===== src/rtl/lniw_pkg.sv =====
// Shared types and constants for the LCD nibble writer over an I2C expander.
// Used by lniw_front, lniw_queue, lniw_back and lcd_nibble_i2c_writer.
`timescale 1ns / 1ps
package lniw_pkg;

   localparam int unsigned QueueDepthDefault = 2;

   localparam int unsigned FrameBytes = 5;
   localparam int unsigned FrameBits  = 8 * FrameBytes;

   typedef logic [FrameBits-1:0] frame_type;

   typedef enum logic [0:0] {
      CSR_DEVICE_ADDRESS = 1'b0,
      CSR_BACKLIGHT_ON   = 1'b1
   } csr_index_type;

   typedef enum logic [1:0] {
      EV_START = 2'd0,
      EV_CLOCK = 2'd1,
      EV_STOP  = 2'd2
   } event_kind_type;

   localparam logic [6:0] DeviceAddressReset = 7'd39;
   localparam logic       BacklightReset     = 1'b1;

   localparam logic [7:0] EnableBit    = 8'h04;
   localparam logic [7:0] BacklightBit = 8'h08;

   typedef struct packed {
      logic      valid;
      frame_type frame;
   } queue_head_type;

endpackage


===== src/rtl/lniw_front.sv =====
// Front end: configuration registers and input word accept; builds the five
// bus bytes of one write. Depends on lniw_pkg.
`timescale 1ns / 1ps
module lniw_front (
   input  logic                   clock,
   input  logic                   reset,
   input  logic                   csr_valid,
   output logic                   csr_ready,
   input  lniw_pkg::csr_index_type csr_index,
   input  logic [6:0]             csr_data,
   input  logic                   push,
   output logic                   full,
   input  logic                   req_command,
   input  logic [7:0]             req_byte_value,
   input  logic                   q_full,
   output logic                   q_push,
   output lniw_pkg::frame_type    q_frame
);
   import lniw_pkg::*;

   logic [6:0] dev_addr_ff, dev_addr_in;
   logic       backlight_ff, backlight_in;
   logic [7:0] base;
   logic [7:0] hi_nib;
   logic [7:0] lo_nib;

   assign csr_ready = 1'b1;

   always_comb begin
      dev_addr_in  = dev_addr_ff;
      backlight_in = backlight_ff;
      if (csr_valid) begin
         unique case (csr_index)
            CSR_DEVICE_ADDRESS: dev_addr_in  = csr_data;
            CSR_BACKLIGHT_ON:   backlight_in = csr_data[0];
            default:            dev_addr_in  = dev_addr_ff;
         endcase
      end
   end

   always_ff @(posedge clock) begin
      if (reset) begin
         dev_addr_ff  <= DeviceAddressReset;
         backlight_ff <= BacklightReset;
      end else begin
         dev_addr_ff  <= dev_addr_in;
         backlight_ff <= backlight_in;
      end
   end

   assign full   = q_full;
   assign q_push = push & ~q_full;

   assign base   = (backlight_ff ? BacklightBit : 8'h00) | {7'd0, req_command};
   assign hi_nib = {req_byte_value[7:4], 4'h0};
   assign lo_nib = {req_byte_value[3:0], 4'h0};

   assign q_frame = {dev_addr_ff, 1'b0,
                     hi_nib | base | EnableBit,
                     hi_nib | base,
                     lo_nib | base | EnableBit,
                     lo_nib | base};

endmodule


===== src/rtl/lniw_queue.sv =====
// Short frame queue between front and back ends.
// Depends on lniw_pkg.
`timescale 1ns / 1ps
module lniw_queue #(
   parameter int unsigned QUEUE_DEPTH = lniw_pkg::QueueDepthDefault
) (
   input  logic                     clock,
   input  logic                     reset,
   input  logic                     wr_en,
   input  lniw_pkg::frame_type      wr_frame,
   output logic                     is_full,
   input  logic                     rd_en,
   output lniw_pkg::queue_head_type head
);
   import lniw_pkg::*;

   localparam int unsigned PtrW = (QUEUE_DEPTH > 1) ? $clog2(QUEUE_DEPTH) : 1;
   localparam int unsigned CntW = $clog2(QUEUE_DEPTH + 1);
   localparam logic [PtrW-1:0] PtrLast = PtrW'(QUEUE_DEPTH - 1);
   localparam logic [CntW-1:0] CntFull = CntW'(QUEUE_DEPTH);

   frame_type       mem [QUEUE_DEPTH];
   logic [PtrW-1:0] wr_ptr_ff, wr_ptr_in;
   logic [PtrW-1:0] rd_ptr_ff, rd_ptr_in;
   logic [CntW-1:0] count_ff, count_in;
   logic            do_wr;
   logic            do_rd;

   assign is_full = (count_ff == CntFull);
   assign do_wr   = wr_en & ~is_full;
   assign do_rd   = rd_en & (count_ff != '0);

   assign head.valid = (count_ff != '0);
   assign head.frame = mem[rd_ptr_ff];

   always_comb begin
      wr_ptr_in = wr_ptr_ff;
      rd_ptr_in = rd_ptr_ff;
      count_in  = count_ff;
      if (do_wr) begin
         wr_ptr_in = (wr_ptr_ff == PtrLast) ? '0 : wr_ptr_ff + 1'b1;
      end
      if (do_rd) begin
         rd_ptr_in = (rd_ptr_ff == PtrLast) ? '0 : rd_ptr_ff + 1'b1;
      end
      if (do_wr && !do_rd) begin
         count_in = count_ff + 1'b1;
      end else if (do_rd && !do_wr) begin
         count_in = count_ff - 1'b1;
      end
   end

   always_ff @(posedge clock) begin
      if (reset) begin
         wr_ptr_ff <= '0;
         rd_ptr_ff <= '0;
         count_ff  <= '0;
      end else begin
         wr_ptr_ff <= wr_ptr_in;
         rd_ptr_ff <= rd_ptr_in;
         count_ff  <= count_in;
      end
   end

   always_ff @(posedge clock) begin
      if (do_wr) begin
         mem[wr_ptr_ff] <= wr_frame;
      end
   end

endmodule


===== src/rtl/lniw_back.sv =====
// Back end: bus event sequencer with registered output word.
// Depends on lniw_pkg.
`timescale 1ns / 1ps
module lniw_back (
   input  logic                     clock,
   input  logic                     reset,
   input  lniw_pkg::queue_head_type head,
   output logic                     q_pop,
   output logic                     empty,
   input  logic                     pop,
   output logic [1:0]               rsp_event_kind,
   output logic                     rsp_sda_level,
   output logic                     rsp_last
);
   import lniw_pkg::*;

   typedef enum logic [2:0] {
      ST_START = 3'b001,
      ST_BITS  = 3'b010,
      ST_STOP  = 3'b100
   } state_type;

   state_type      state_ff, state_in;
   frame_type      shift_ff, shift_in;
   logic [3:0]     bit_ff, bit_in;
   logic [2:0]     byte_ff, byte_in;
   logic           valid_ff, valid_in;
   event_kind_type kind_ff, kind_in;
   logic           sda_ff, sda_in;
   logic           last_ff, last_in;
   logic           adv;
   logic           emit;

   assign adv = ~valid_ff | pop;

   always_comb begin
      state_in = state_ff;
      shift_in = shift_ff;
      bit_in   = bit_ff;
      byte_in  = byte_ff;
      kind_in  = kind_ff;
      sda_in   = sda_ff;
      last_in  = last_ff;
      emit     = 1'b0;
      q_pop    = 1'b0;
      if (adv) begin
         unique case (state_ff)
            ST_START: begin
               if (head.valid) begin
                  emit     = 1'b1;
                  kind_in  = EV_START;
                  sda_in   = 1'b0;
                  last_in  = 1'b0;
                  shift_in = head.frame;
                  bit_in   = '0;
                  byte_in  = '0;
                  q_pop    = 1'b1;
                  state_in = ST_BITS;
               end
            end
            ST_BITS: begin
               emit    = 1'b1;
               kind_in = EV_CLOCK;
               last_in = 1'b0;
               if (bit_ff == 4'd8) begin
                  sda_in = 1'b1;
                  bit_in = '0;
                  if (byte_ff == 3'(FrameBytes - 1)) begin
                     state_in = ST_STOP;
                  end else begin
                     byte_in = byte_ff + 1'b1;
                  end
               end else begin
                  sda_in   = shift_ff[FrameBits-1];
                  shift_in = {shift_ff[FrameBits-2:0], 1'b0};
                  bit_in   = bit_ff + 1'b1;
               end
            end
            ST_STOP: begin
               emit     = 1'b1;
               kind_in  = EV_STOP;
               sda_in   = 1'b0;
               last_in  = 1'b1;
               state_in = ST_START;
            end
            default: state_in = ST_START;
         endcase
      end
   end

   always_comb begin
      priority if (emit) begin
         valid_in = 1'b1;
      end else if (pop) begin
         valid_in = 1'b0;
      end else begin
         valid_in = valid_ff;
      end
   end

   always_ff @(posedge clock) begin
      if (reset) begin
         state_ff <= ST_START;
         valid_ff <= 1'b0;
         bit_ff   <= '0;
         byte_ff  <= '0;
      end else begin
         state_ff <= state_in;
         valid_ff <= valid_in;
         bit_ff   <= bit_in;
         byte_ff  <= byte_in;
      end
   end

   always_ff @(posedge clock) begin
      shift_ff <= shift_in;
      kind_ff  <= kind_in;
      sda_ff   <= sda_in;
      last_ff  <= last_in;
   end

   assign empty          = ~valid_ff;
   assign rsp_event_kind = kind_ff;
   assign rsp_sda_level  = sda_ff;
   assign rsp_last       = last_ff;

endmodule


===== src/rtl/lcd_nibble_i2c_writer.sv =====
// channel  | handshake                | payload
// request  | push / full              | req_command, req_byte_value
// response | empty / pop              | rsp_event_kind, rsp_sda_level, rsp_last
// csr      | csr_valid / csr_ready    | csr_index, csr_data
//
// One write yields 47 bus events, one per cycle from the back-end sequencer
// while pop keeps up; a queued next write's start follows the previous stop directly.
// The frame queue lets the front accept QUEUE_DEPTH writes ahead of the back end.
// Synchronous reset clears queue, sequencer and output valid; csr reset to 39 and 1.
// Depends on lniw_pkg, lniw_front, lniw_queue, lniw_back.
`timescale 1ns / 1ps
module lcd_nibble_i2c_writer #(
   parameter int unsigned QUEUE_DEPTH = lniw_pkg::QueueDepthDefault
) (
   input  logic                    clock,
   input  logic                    reset,
   input  logic                    csr_valid,
   output logic                    csr_ready,
   input  lniw_pkg::csr_index_type csr_index,
   input  logic [6:0]              csr_data,
   input  logic                    push,
   output logic                    full,
   input  logic                    req_command,
   input  logic [7:0]              req_byte_value,
   output logic                    empty,
   input  logic                    pop,
   output logic [1:0]              rsp_event_kind,
   output logic                    rsp_sda_level,
   output logic                    rsp_last
);
   import lniw_pkg::*;

   logic           q_full;
   logic           q_push;
   frame_type      q_frame;
   logic           q_pop;
   queue_head_type q_head;

   lniw_front u_front (
      .clock          (clock),
      .reset          (reset),
      .csr_valid      (csr_valid),
      .csr_ready      (csr_ready),
      .csr_index      (csr_index),
      .csr_data       (csr_data),
      .push           (push),
      .full           (full),
      .req_command    (req_command),
      .req_byte_value (req_byte_value),
      .q_full         (q_full),
      .q_push         (q_push),
      .q_frame        (q_frame)
   );

   lniw_queue #(
      .QUEUE_DEPTH (QUEUE_DEPTH)
   ) u_queue (
      .clock    (clock),
      .reset    (reset),
      .wr_en    (q_push),
      .wr_frame (q_frame),
      .is_full  (q_full),
      .rd_en    (q_pop),
      .head     (q_head)
   );

   lniw_back u_back (
      .clock          (clock),
      .reset          (reset),
      .head           (q_head),
      .q_pop          (q_pop),
      .empty          (empty),
      .pop            (pop),
      .rsp_event_kind (rsp_event_kind),
      .rsp_sda_level  (rsp_sda_level),
      .rsp_last       (rsp_last)
   );

endmodule

===== config.mk =====
export PLATFORM = sky130hd
export DESIGN_NAME = lcd_nibble_i2c_writer
export DESIGN_NICKNAME = d
export VERILOG_FILES = /design/src/rtl/lniw_pkg.sv /design/src/rtl/lniw_front.sv /design/src/rtl/lniw_queue.sv /design/src/rtl/lniw_back.sv /design/src/rtl/lcd_nibble_i2c_writer.sv
export SDC_FILE = /design/constraint.sdc
export NUM_CORES = 1
export LEC_CHECK = 0
export BUFFER_PORTS_ARGS = -buffer_cell sky130_fd_sc_hd__buf_2
export CELL_PAD_IN_SITES_DETAIL_PLACEMENT = 0
export CELL_PAD_IN_SITES_GLOBAL_PLACEMENT = 1
export CORE_MARGIN = 8
export CORE_UTILIZATION = 40
export CTS_CLUSTER_SIZE = 8
export DETAILED_ROUTE_END_ITERATION = 10
export HOLD_SLACK_MARGIN = 0.15
export PLACE_DENSITY_LB_ADDON = 0.1
export RECOVER_POWER = 50
export SYNTH_ARGS = -nofsm -noshare
export SYNTH_HDL_FRONTEND = slang
export SYNTH_SLANG_ARGS = --single-unit

===== constraint.sdc =====
create_clock -name clock -period 6 [get_ports clock]
set_input_delay 0.3 -clock clock [delete_from_list [all_inputs] [get_ports clock]]
set_output_delay 0.3 -clock clock [all_outputs]
set_load 0.02 [all_outputs]

# Word-level counts from Yosys, hierarchy flattened
# Memory sizes are Yosys's and may differ from the RTL's. A register that Yosys moved wholly into a read port is not among the register bits.
# Cells that the tools add are included.
[classes]
n_div = 0
n_mux = 36
reduce_logical = 17
magnitude_cmp = 0
bitwise_logic = 10
n_shift = 0
multipliers = 0
addsub = 6
eq_ne = 11
[op_table]
columns = ["op", "n"]
rows = [
  ["2-to-1 mux 40 bit", 2],
  ["one-hot mux 40 bit (2 select lines)", 1],
  ["2-to-1 mux 3 bit", 6],
  ["bitwise OR 8 bit", 2],
  ["2-to-1 mux 1 bit", 14],
  ["2-to-1 mux 4 bit", 3],
  ["one-hot mux 3 bit (2 select lines)", 2],
  ["bitwise OR 8 x 1 -> 8 bit", 1],
  ["one-hot mux 4 bit (2 select lines)", 1],
  ["AND reduction 4 bit", 2],
  ["nonzero test 2 bit", 4],
  ["equality test 3 bit (second input constant)", 2],
  ["2-to-1 mux 2 bit", 3],
  ["inequality test 2 bit (second input constant)", 3],
  ["one-hot mux 1 bit (3 select lines)", 2],
  ["one-hot mux 2 bit (3 select lines)", 1],
  ["AND reduction 3 bit", 2],
  ["AND reduction 5 bit", 1],
  ["adder 4 x 1 -> 4 bit (second input constant)", 1],
  ["equality test 4 bit (second input constant)", 1],
  ["inequality test 2 x 1 -> 1 bit (second input constant)", 2],
  ["AND reduction 2 bit", 2],
  ["adder 3 x 1 -> 3 bit (second input constant)", 1],
  ["AND 1 bit", 3],
  ["other kinds (13)", 18],
]
[word_totals]
rom_bits = 0
n_memories = 1
ram_bits = 74
latch_bits = 0
register_bits = 67
[memory_table]
columns = ["name", "depth", "word_bits", "rd", "rd_clocked_by_memory_dff", "write_ports", "line", "text"]
rows = [
  ["u_queue.mem", 2, 37, 1, 1, 1, "lniw_queue.sv:22", "frame_type mem [QUEUE_DEPTH];"],
]

# Depth between registers and ports, before layout
[depth]
depth_word = 8
mapped_depth = 7
depth_no_buf = 7

# By module
# From an unflattened synthesis, not the netlist that was laid out.
[unflattened]
hier_cells = 477
hier_area_um2 = 6168.4
[by_module_without_submodules]
columns = ["mod", "area_per_inst_um2", "instances", "seq_area_each_um2", "cells_per_inst"]
rows = [
  ["lniw_queue", 3093.0, 1, 2502.4, 149],
  ["lniw_back", 2459.9, 1, 1541.5, 256],
  ["lniw_front", 615.6, 1, 160.2, 72],
]

# Worst setup path after synthesis
# Ideal clock, no wire load.
[synth_timing]
path_kind = "reg2reg"
start = "register u_back.bit_ff[0]"
end = "register u_back.shift_ff[0] (enable)"
setup_slack_ns = 1.583
stages_incl_launch_ff = 6
setup_ns = 0.498
arrival_time_ns = 3.919
required_ns = 5.502
cell_sequence = "dfxtp_1 -> inv_1 -> ha_1 -> and3b_1 -> buf_2 -> a211oi_1"
[synth_between]
elab_chain_len = 3
[synth_lines]
columns = ["element", "line", "text"]
rows = [
  ["from (decl)", "lniw_back.sv:25", "logic [3:0] bit_ff, bit_in;"],
  ["from (signal assigned)", "lniw_back.sv:110", "bit_ff <= bit_in;"],
  ["equality test 4 bit", "lniw_back.sv:65", "if (bit_ff == 4'd8) begin"],
  ["inequality test 2 bit (no line)", "n/a", ""],
  ["AND reduction 4 bit (no line)", "n/a", ""],
  ["to (signal assigned)", "lniw_back.sv:116", "shift_ff <= shift_in;"],
  ["to (decl)", "lniw_back.sv:24", "frame_type shift_ff, shift_in;"],
]
# No other way between the ends.
# A chain may end at the register's enable or synchronous reset.

# Final worst setup path
[layout_timing]
start = "register u_back.state_ff[2]"
end = "register u_back.shift_ff[16] (enable)"
[layout_between]
elab_chain_len = 3
elab_cells_between_ends = 6
cone_classes = "eq/ne: 4; reduce/logical: 2"
[layout_lines]
columns = ["element", "line", "text"]
rows = [
  ["from (decl)", "lniw_back.sv:23", "state_type state_ff, state_in;"],
  ["from (signal assigned)", "lniw_back.sv:108", "state_ff <= state_in;"],
  ["equality test 3 x 2 -> 1 bit or equality test 3 x 1 -> 1 bit (tied branches)", "lniw_back.sv:47", "unique case (state_ff)"],
  ["inequality test 2 bit (no line) or nonzero test 2 bit (tied branches)", "n/a", ""],
  ["AND reduction 4 bit (no line) *", "n/a", ""],
]
# Mark *: on every way between the ends. The rest lies on a longest branch, timed or not.

==> run_results.csv <==
group,metric,value,unit
pwr,switching_share,0.324,
cells_and_area,final_layout_size_suffix_gt1_frac,0.106,
placement,dp_hpwl,4510,µm
synthesis,ys_async_sr_fraction,0,
sta,setup_viol,0,
placement,gp_congestion,0.747,
clocking,cts.repair.resized,0,
setup_path,reg2reg_depth,5,
sta,max_freq,255,MHz
pwr,p_sw,0.676,mW
detailed_routing,routed_wl,7060,µm
floorplanning,pin_count,29,
synthesis,yosysSeqAreaShare,0.694,
floorplanning,core,0.0101,mm²
global_routing,overflow,0,
sta,fin_tns_setup,0,ns
synthesis,ys_ff_latch,102,
cells_and_area,nets,363,
clocking,post_cts_buffers,0,
synthesis,yosys_warnings,0,
sta,tightest_slew,1.64,ns
global_routing,grt_pass1_wl,11500,µm
sta,slew_headroom,-0.0926,
sta,rsz0062_at_grt,"no",
cells_and_area,multi_input_area,0.00114,mm²
status,status,"finished, violations left",
setup_path,cp.required,6.03,ns
pwr,p_clk_frac,0.195,
sta,fin_crit_sh,0.653,
run,cap_violations,1,
worst_hold_path,whs_endpoint,"u_front.dev_addr_ff[1]",
sta,fin_skew,0.0137,ns
status,violations,"max-capacitance violations, max-slew violations",
floorplanning,die_h,117,µm
clocking,cts.sinks,102,
detailed_routing,route.detailed.drc,0,
cells_and_area,design_area,0.00462,mm²
clocking,numCtsBuffers,9,
pwr,power.density,451,mW/mm²
pwr,p_comb_frac,0.268,
setup_path,cp-start-kind,"register",
setup_path,worstPathMaxFanout,37,
floorplanning,die_x,117,µm
detailed_routing,drt-pass1-iter-count,4,
sta,fin_crit,3.92,ns
global_routing,track_usage,0.111,
clocking,worstSkewPairLatency,0.36,ns
setup_path,rr_startpoint,"u_back.state_ff[2]",
detailed_routing,avgRoutedWirePerCell,14.8,µm
synthesis,synth.distinct_cells,47,
pwr,p_int,1.41,mW
clocking,root_buffer,"clkbuf_8",
setup_path,crit_path_end_kind,"register",
placement,io_buffers,27,
synthesis,ys.flop_type,"edfxtp_1",
global_routing,grt_max_degree,38,
floorplanning,die_area,0.0137,mm²
detailed_routing,drtIter0Drc,109,
cells_and_area,fill_cells,940,
setup_path,ff2ff_setup_slack,2.08,ns
synthesis,synth_edf_count,78,
setup_path,crit_chain,"or3b_1 > clkbuf_1 > clkinv_4 > a211oi_4 > buf_4",
floorplanning,initial_core_util,0.403,
detailed_routing,vias,2300,
worst_hold_path,hp-start,"csr_data[1]",
synthesis,synth_fp_nets,325,
floorplanning,row_count,37,
clocking,clk_pin_slew,0.10,ns
sta,report.final.slew_viol_count,38,
setup_path,critPathMaxStageDelay,1.17,ns
sta,hold_violations,0,
cells_and_area,antennaDiodeCount,0,
global_routing,antenna_found_initial,0,
clocking,cts_tree,"built",
detailed_routing,viasPerCell,4.82,
setup_path,cpMaxStageDelayCell,"clkbuf_1",
sta,worst_slack,2.08,ns
synthesis,syn_avg_cell_area,13.6,µm²
setup_path,rr_endpoint,"u_back.shift_ff[16]",
clocking,holdBufCountCts,12,
placement,place_ws,3.19,ns
placement,place_area,0.00434,mm²
cells_and_area,area.sequential,0.00282,mm²
synthesis,syn-instance-count,298,
pwr,leakagePower,1.57,nW
setup_path,arrival,3.94,ns
detailed_routing,ant_nets,0,
worst_hold_path,min_path_type,"in2reg",
clocking,cts_buffer_depth,2,
cells_and_area,area_growth,13.5,%
pwr,power_frac_seq,0.537,
worst_hold_path,whs_path_depth,3,
synthesis,synth_area,0.00407,mm²
setup_path,path_class,"reg2reg",
global_routing,grt_pass1_vias,2276,
clocking,h-tree-depth,3,
pwr,worst_ir_drop_vdd,298,µV
==> critical path: cells and delay by family (launching register included) <==
family	cells	cell delay, ns
simple gates	1	0.16
compound gates	1	0.73
buf+inv	3	2.16
flops	1	0.50
==> power groups by stage <==
stage	clock network [mW]	logic (mW)	registers, mW
5_1_grt	0.449	0.629	1.14
6_report	0.406	0.558	1.12
3_3_place_gp	0	0.577	1.13
4_1_cts	0.421	0.586	1.12
2_1_floorplan	0	0.392	1.15
3_5_place_dp	0	0.575	1.14
==> synthesized netlist by cell type, types with 2 or more instances <==
cell	n	area (µm²)
nor3_1	2	10.0
a21oi_1	7	35.0
o32ai_1	2	17.5
clkbuf_1	8	30.0
a31oi_1	3	18.8
dfxtp_1	24	480
nor2b_1	3	18.8
buf_2	5	25.0
nand2_1	29	109
a21o_1	3	22.5
nand2b_1	5	31.3
nor2_1	13	48.8
and2_1	7	43.8
nor3b_1	2	15.0
a211oi_1	3	22.5
nand3_1	5	25.0
o21ai_0	13	65.1
edfxtp_1	78	2340
xor2_1	4	35.0
inv_1	9	33.8
ha_1	5	62.6
o21a_1	20	150
mux2i_1	24	240
==> cells in the final DEF (no fill, tap or decap), types with 7 or more instances in the layout <==
master,count
dfxtp_1,24
dlygate4sd3_1,12
buf_2,14
inv_1,9
and2_1,7
edfxtp_1,78
clkbuf_8,9
clkbuf_1,15
a21oi_1,7
mux2i_1,24
nand2_1,29
o21a_1,20
nor2_1,13
o21ai_0,13
==> through the flow <==
| step | std cells | utilization | hold slack, ns | total power, mW |
|---|---|---|---|---|
| after floorplan | 298 | - | 0.399 | 1.55 |
| after global placement | 449 | 0.430 | 0.440 | 1.71 |
| after detailed placement | 449 | 0.430 | 0.441 | 1.71 |
| after CTS | 477 | 0.460 | 0.152 | 2.13 |
| after global routing | 477 | 0.457 | 0.169 | 2.22 |
| final | 477 | 0.457 | 0.171 | 2.08 |
==> metal layers <==
metal | GRT usage | vias up | wire, µm | part of all wire
met4 | 0.0486 | 0 | 106 | 0.015
met5 | 0 | - | 0 | 0
met2 | 0.177 | 32 | 3360 | 0.48
li1 | - | 1163 | - | -
met1 | 0.145 | 1096 | 3410 | 0.48
met3 | 0.0226 | 9 | 185 | 0.026
==> final cells by class <==
type | instances | area share
clock buffer | 10 | 0.0276
sequential | 102 | 0.611
inverter | 10 | 0.00921
clock inverter | 6 | 0.0117
timing repair buffer | 43 | 0.0569
multi-input combinational | 170 | 0.246
tap | 136 | 0.0369
==> sequential cells by signal, indices dropped and copies added (netlist names), named ones only <==
register,cells
u_queue.wr_ptr_ff,1
u_back.bit_ff,4
u_front.backlight_ff,1
u_back.state_ff,3
u_queue.count_ff,2
u_front.dev_addr_ff,7
u_back.valid_ff,1
u_back.byte_ff,3
u_back.rsp_sda_level,1
u_back.shift_ff,40
u_back.rsp_last,1
u_back.rsp_event_kind,2
u_queue.mem,34
u_queue.rd_ptr_ff,1
==> cells by family after synthesis <==
| kind of cell | synth area share |
|---|---|
| mux | 0.0618 |
| buf+inv | 0.0295 |
| flops | 0.694 |
| simple gates | 0.0938 |
| compound gates | 0.0960 |
| xor+xnor | 0.00861 |
| fa+ha+maj | 0.0154 |
| other cells | 0.000922 |
==> worst max path at each step <==
stage | start | endpoint | slack (ns) | cells past startpoint
floorplan | u_back.bit_ff[0] | u_back.shift_ff[0] | 1.58 | 5
global placement | u_back.state_ff[2] | u_back.shift_ff[13] | 3.22 | 5
detailed placement | u_back.state_ff[2] | u_back.shift_ff[13] | 3.19 | 5
CTS | u_back.state_ff[2] | u_back.shift_ff[17] | 3.18 | 5
global route | u_back.state_ff[2] | u_back.shift_ff[17] | 1.62 | 5
finish | u_back.state_ff[2] | u_back.shift_ff[16] | 2.08 | 5
Power figures use the tool's default switching activity.
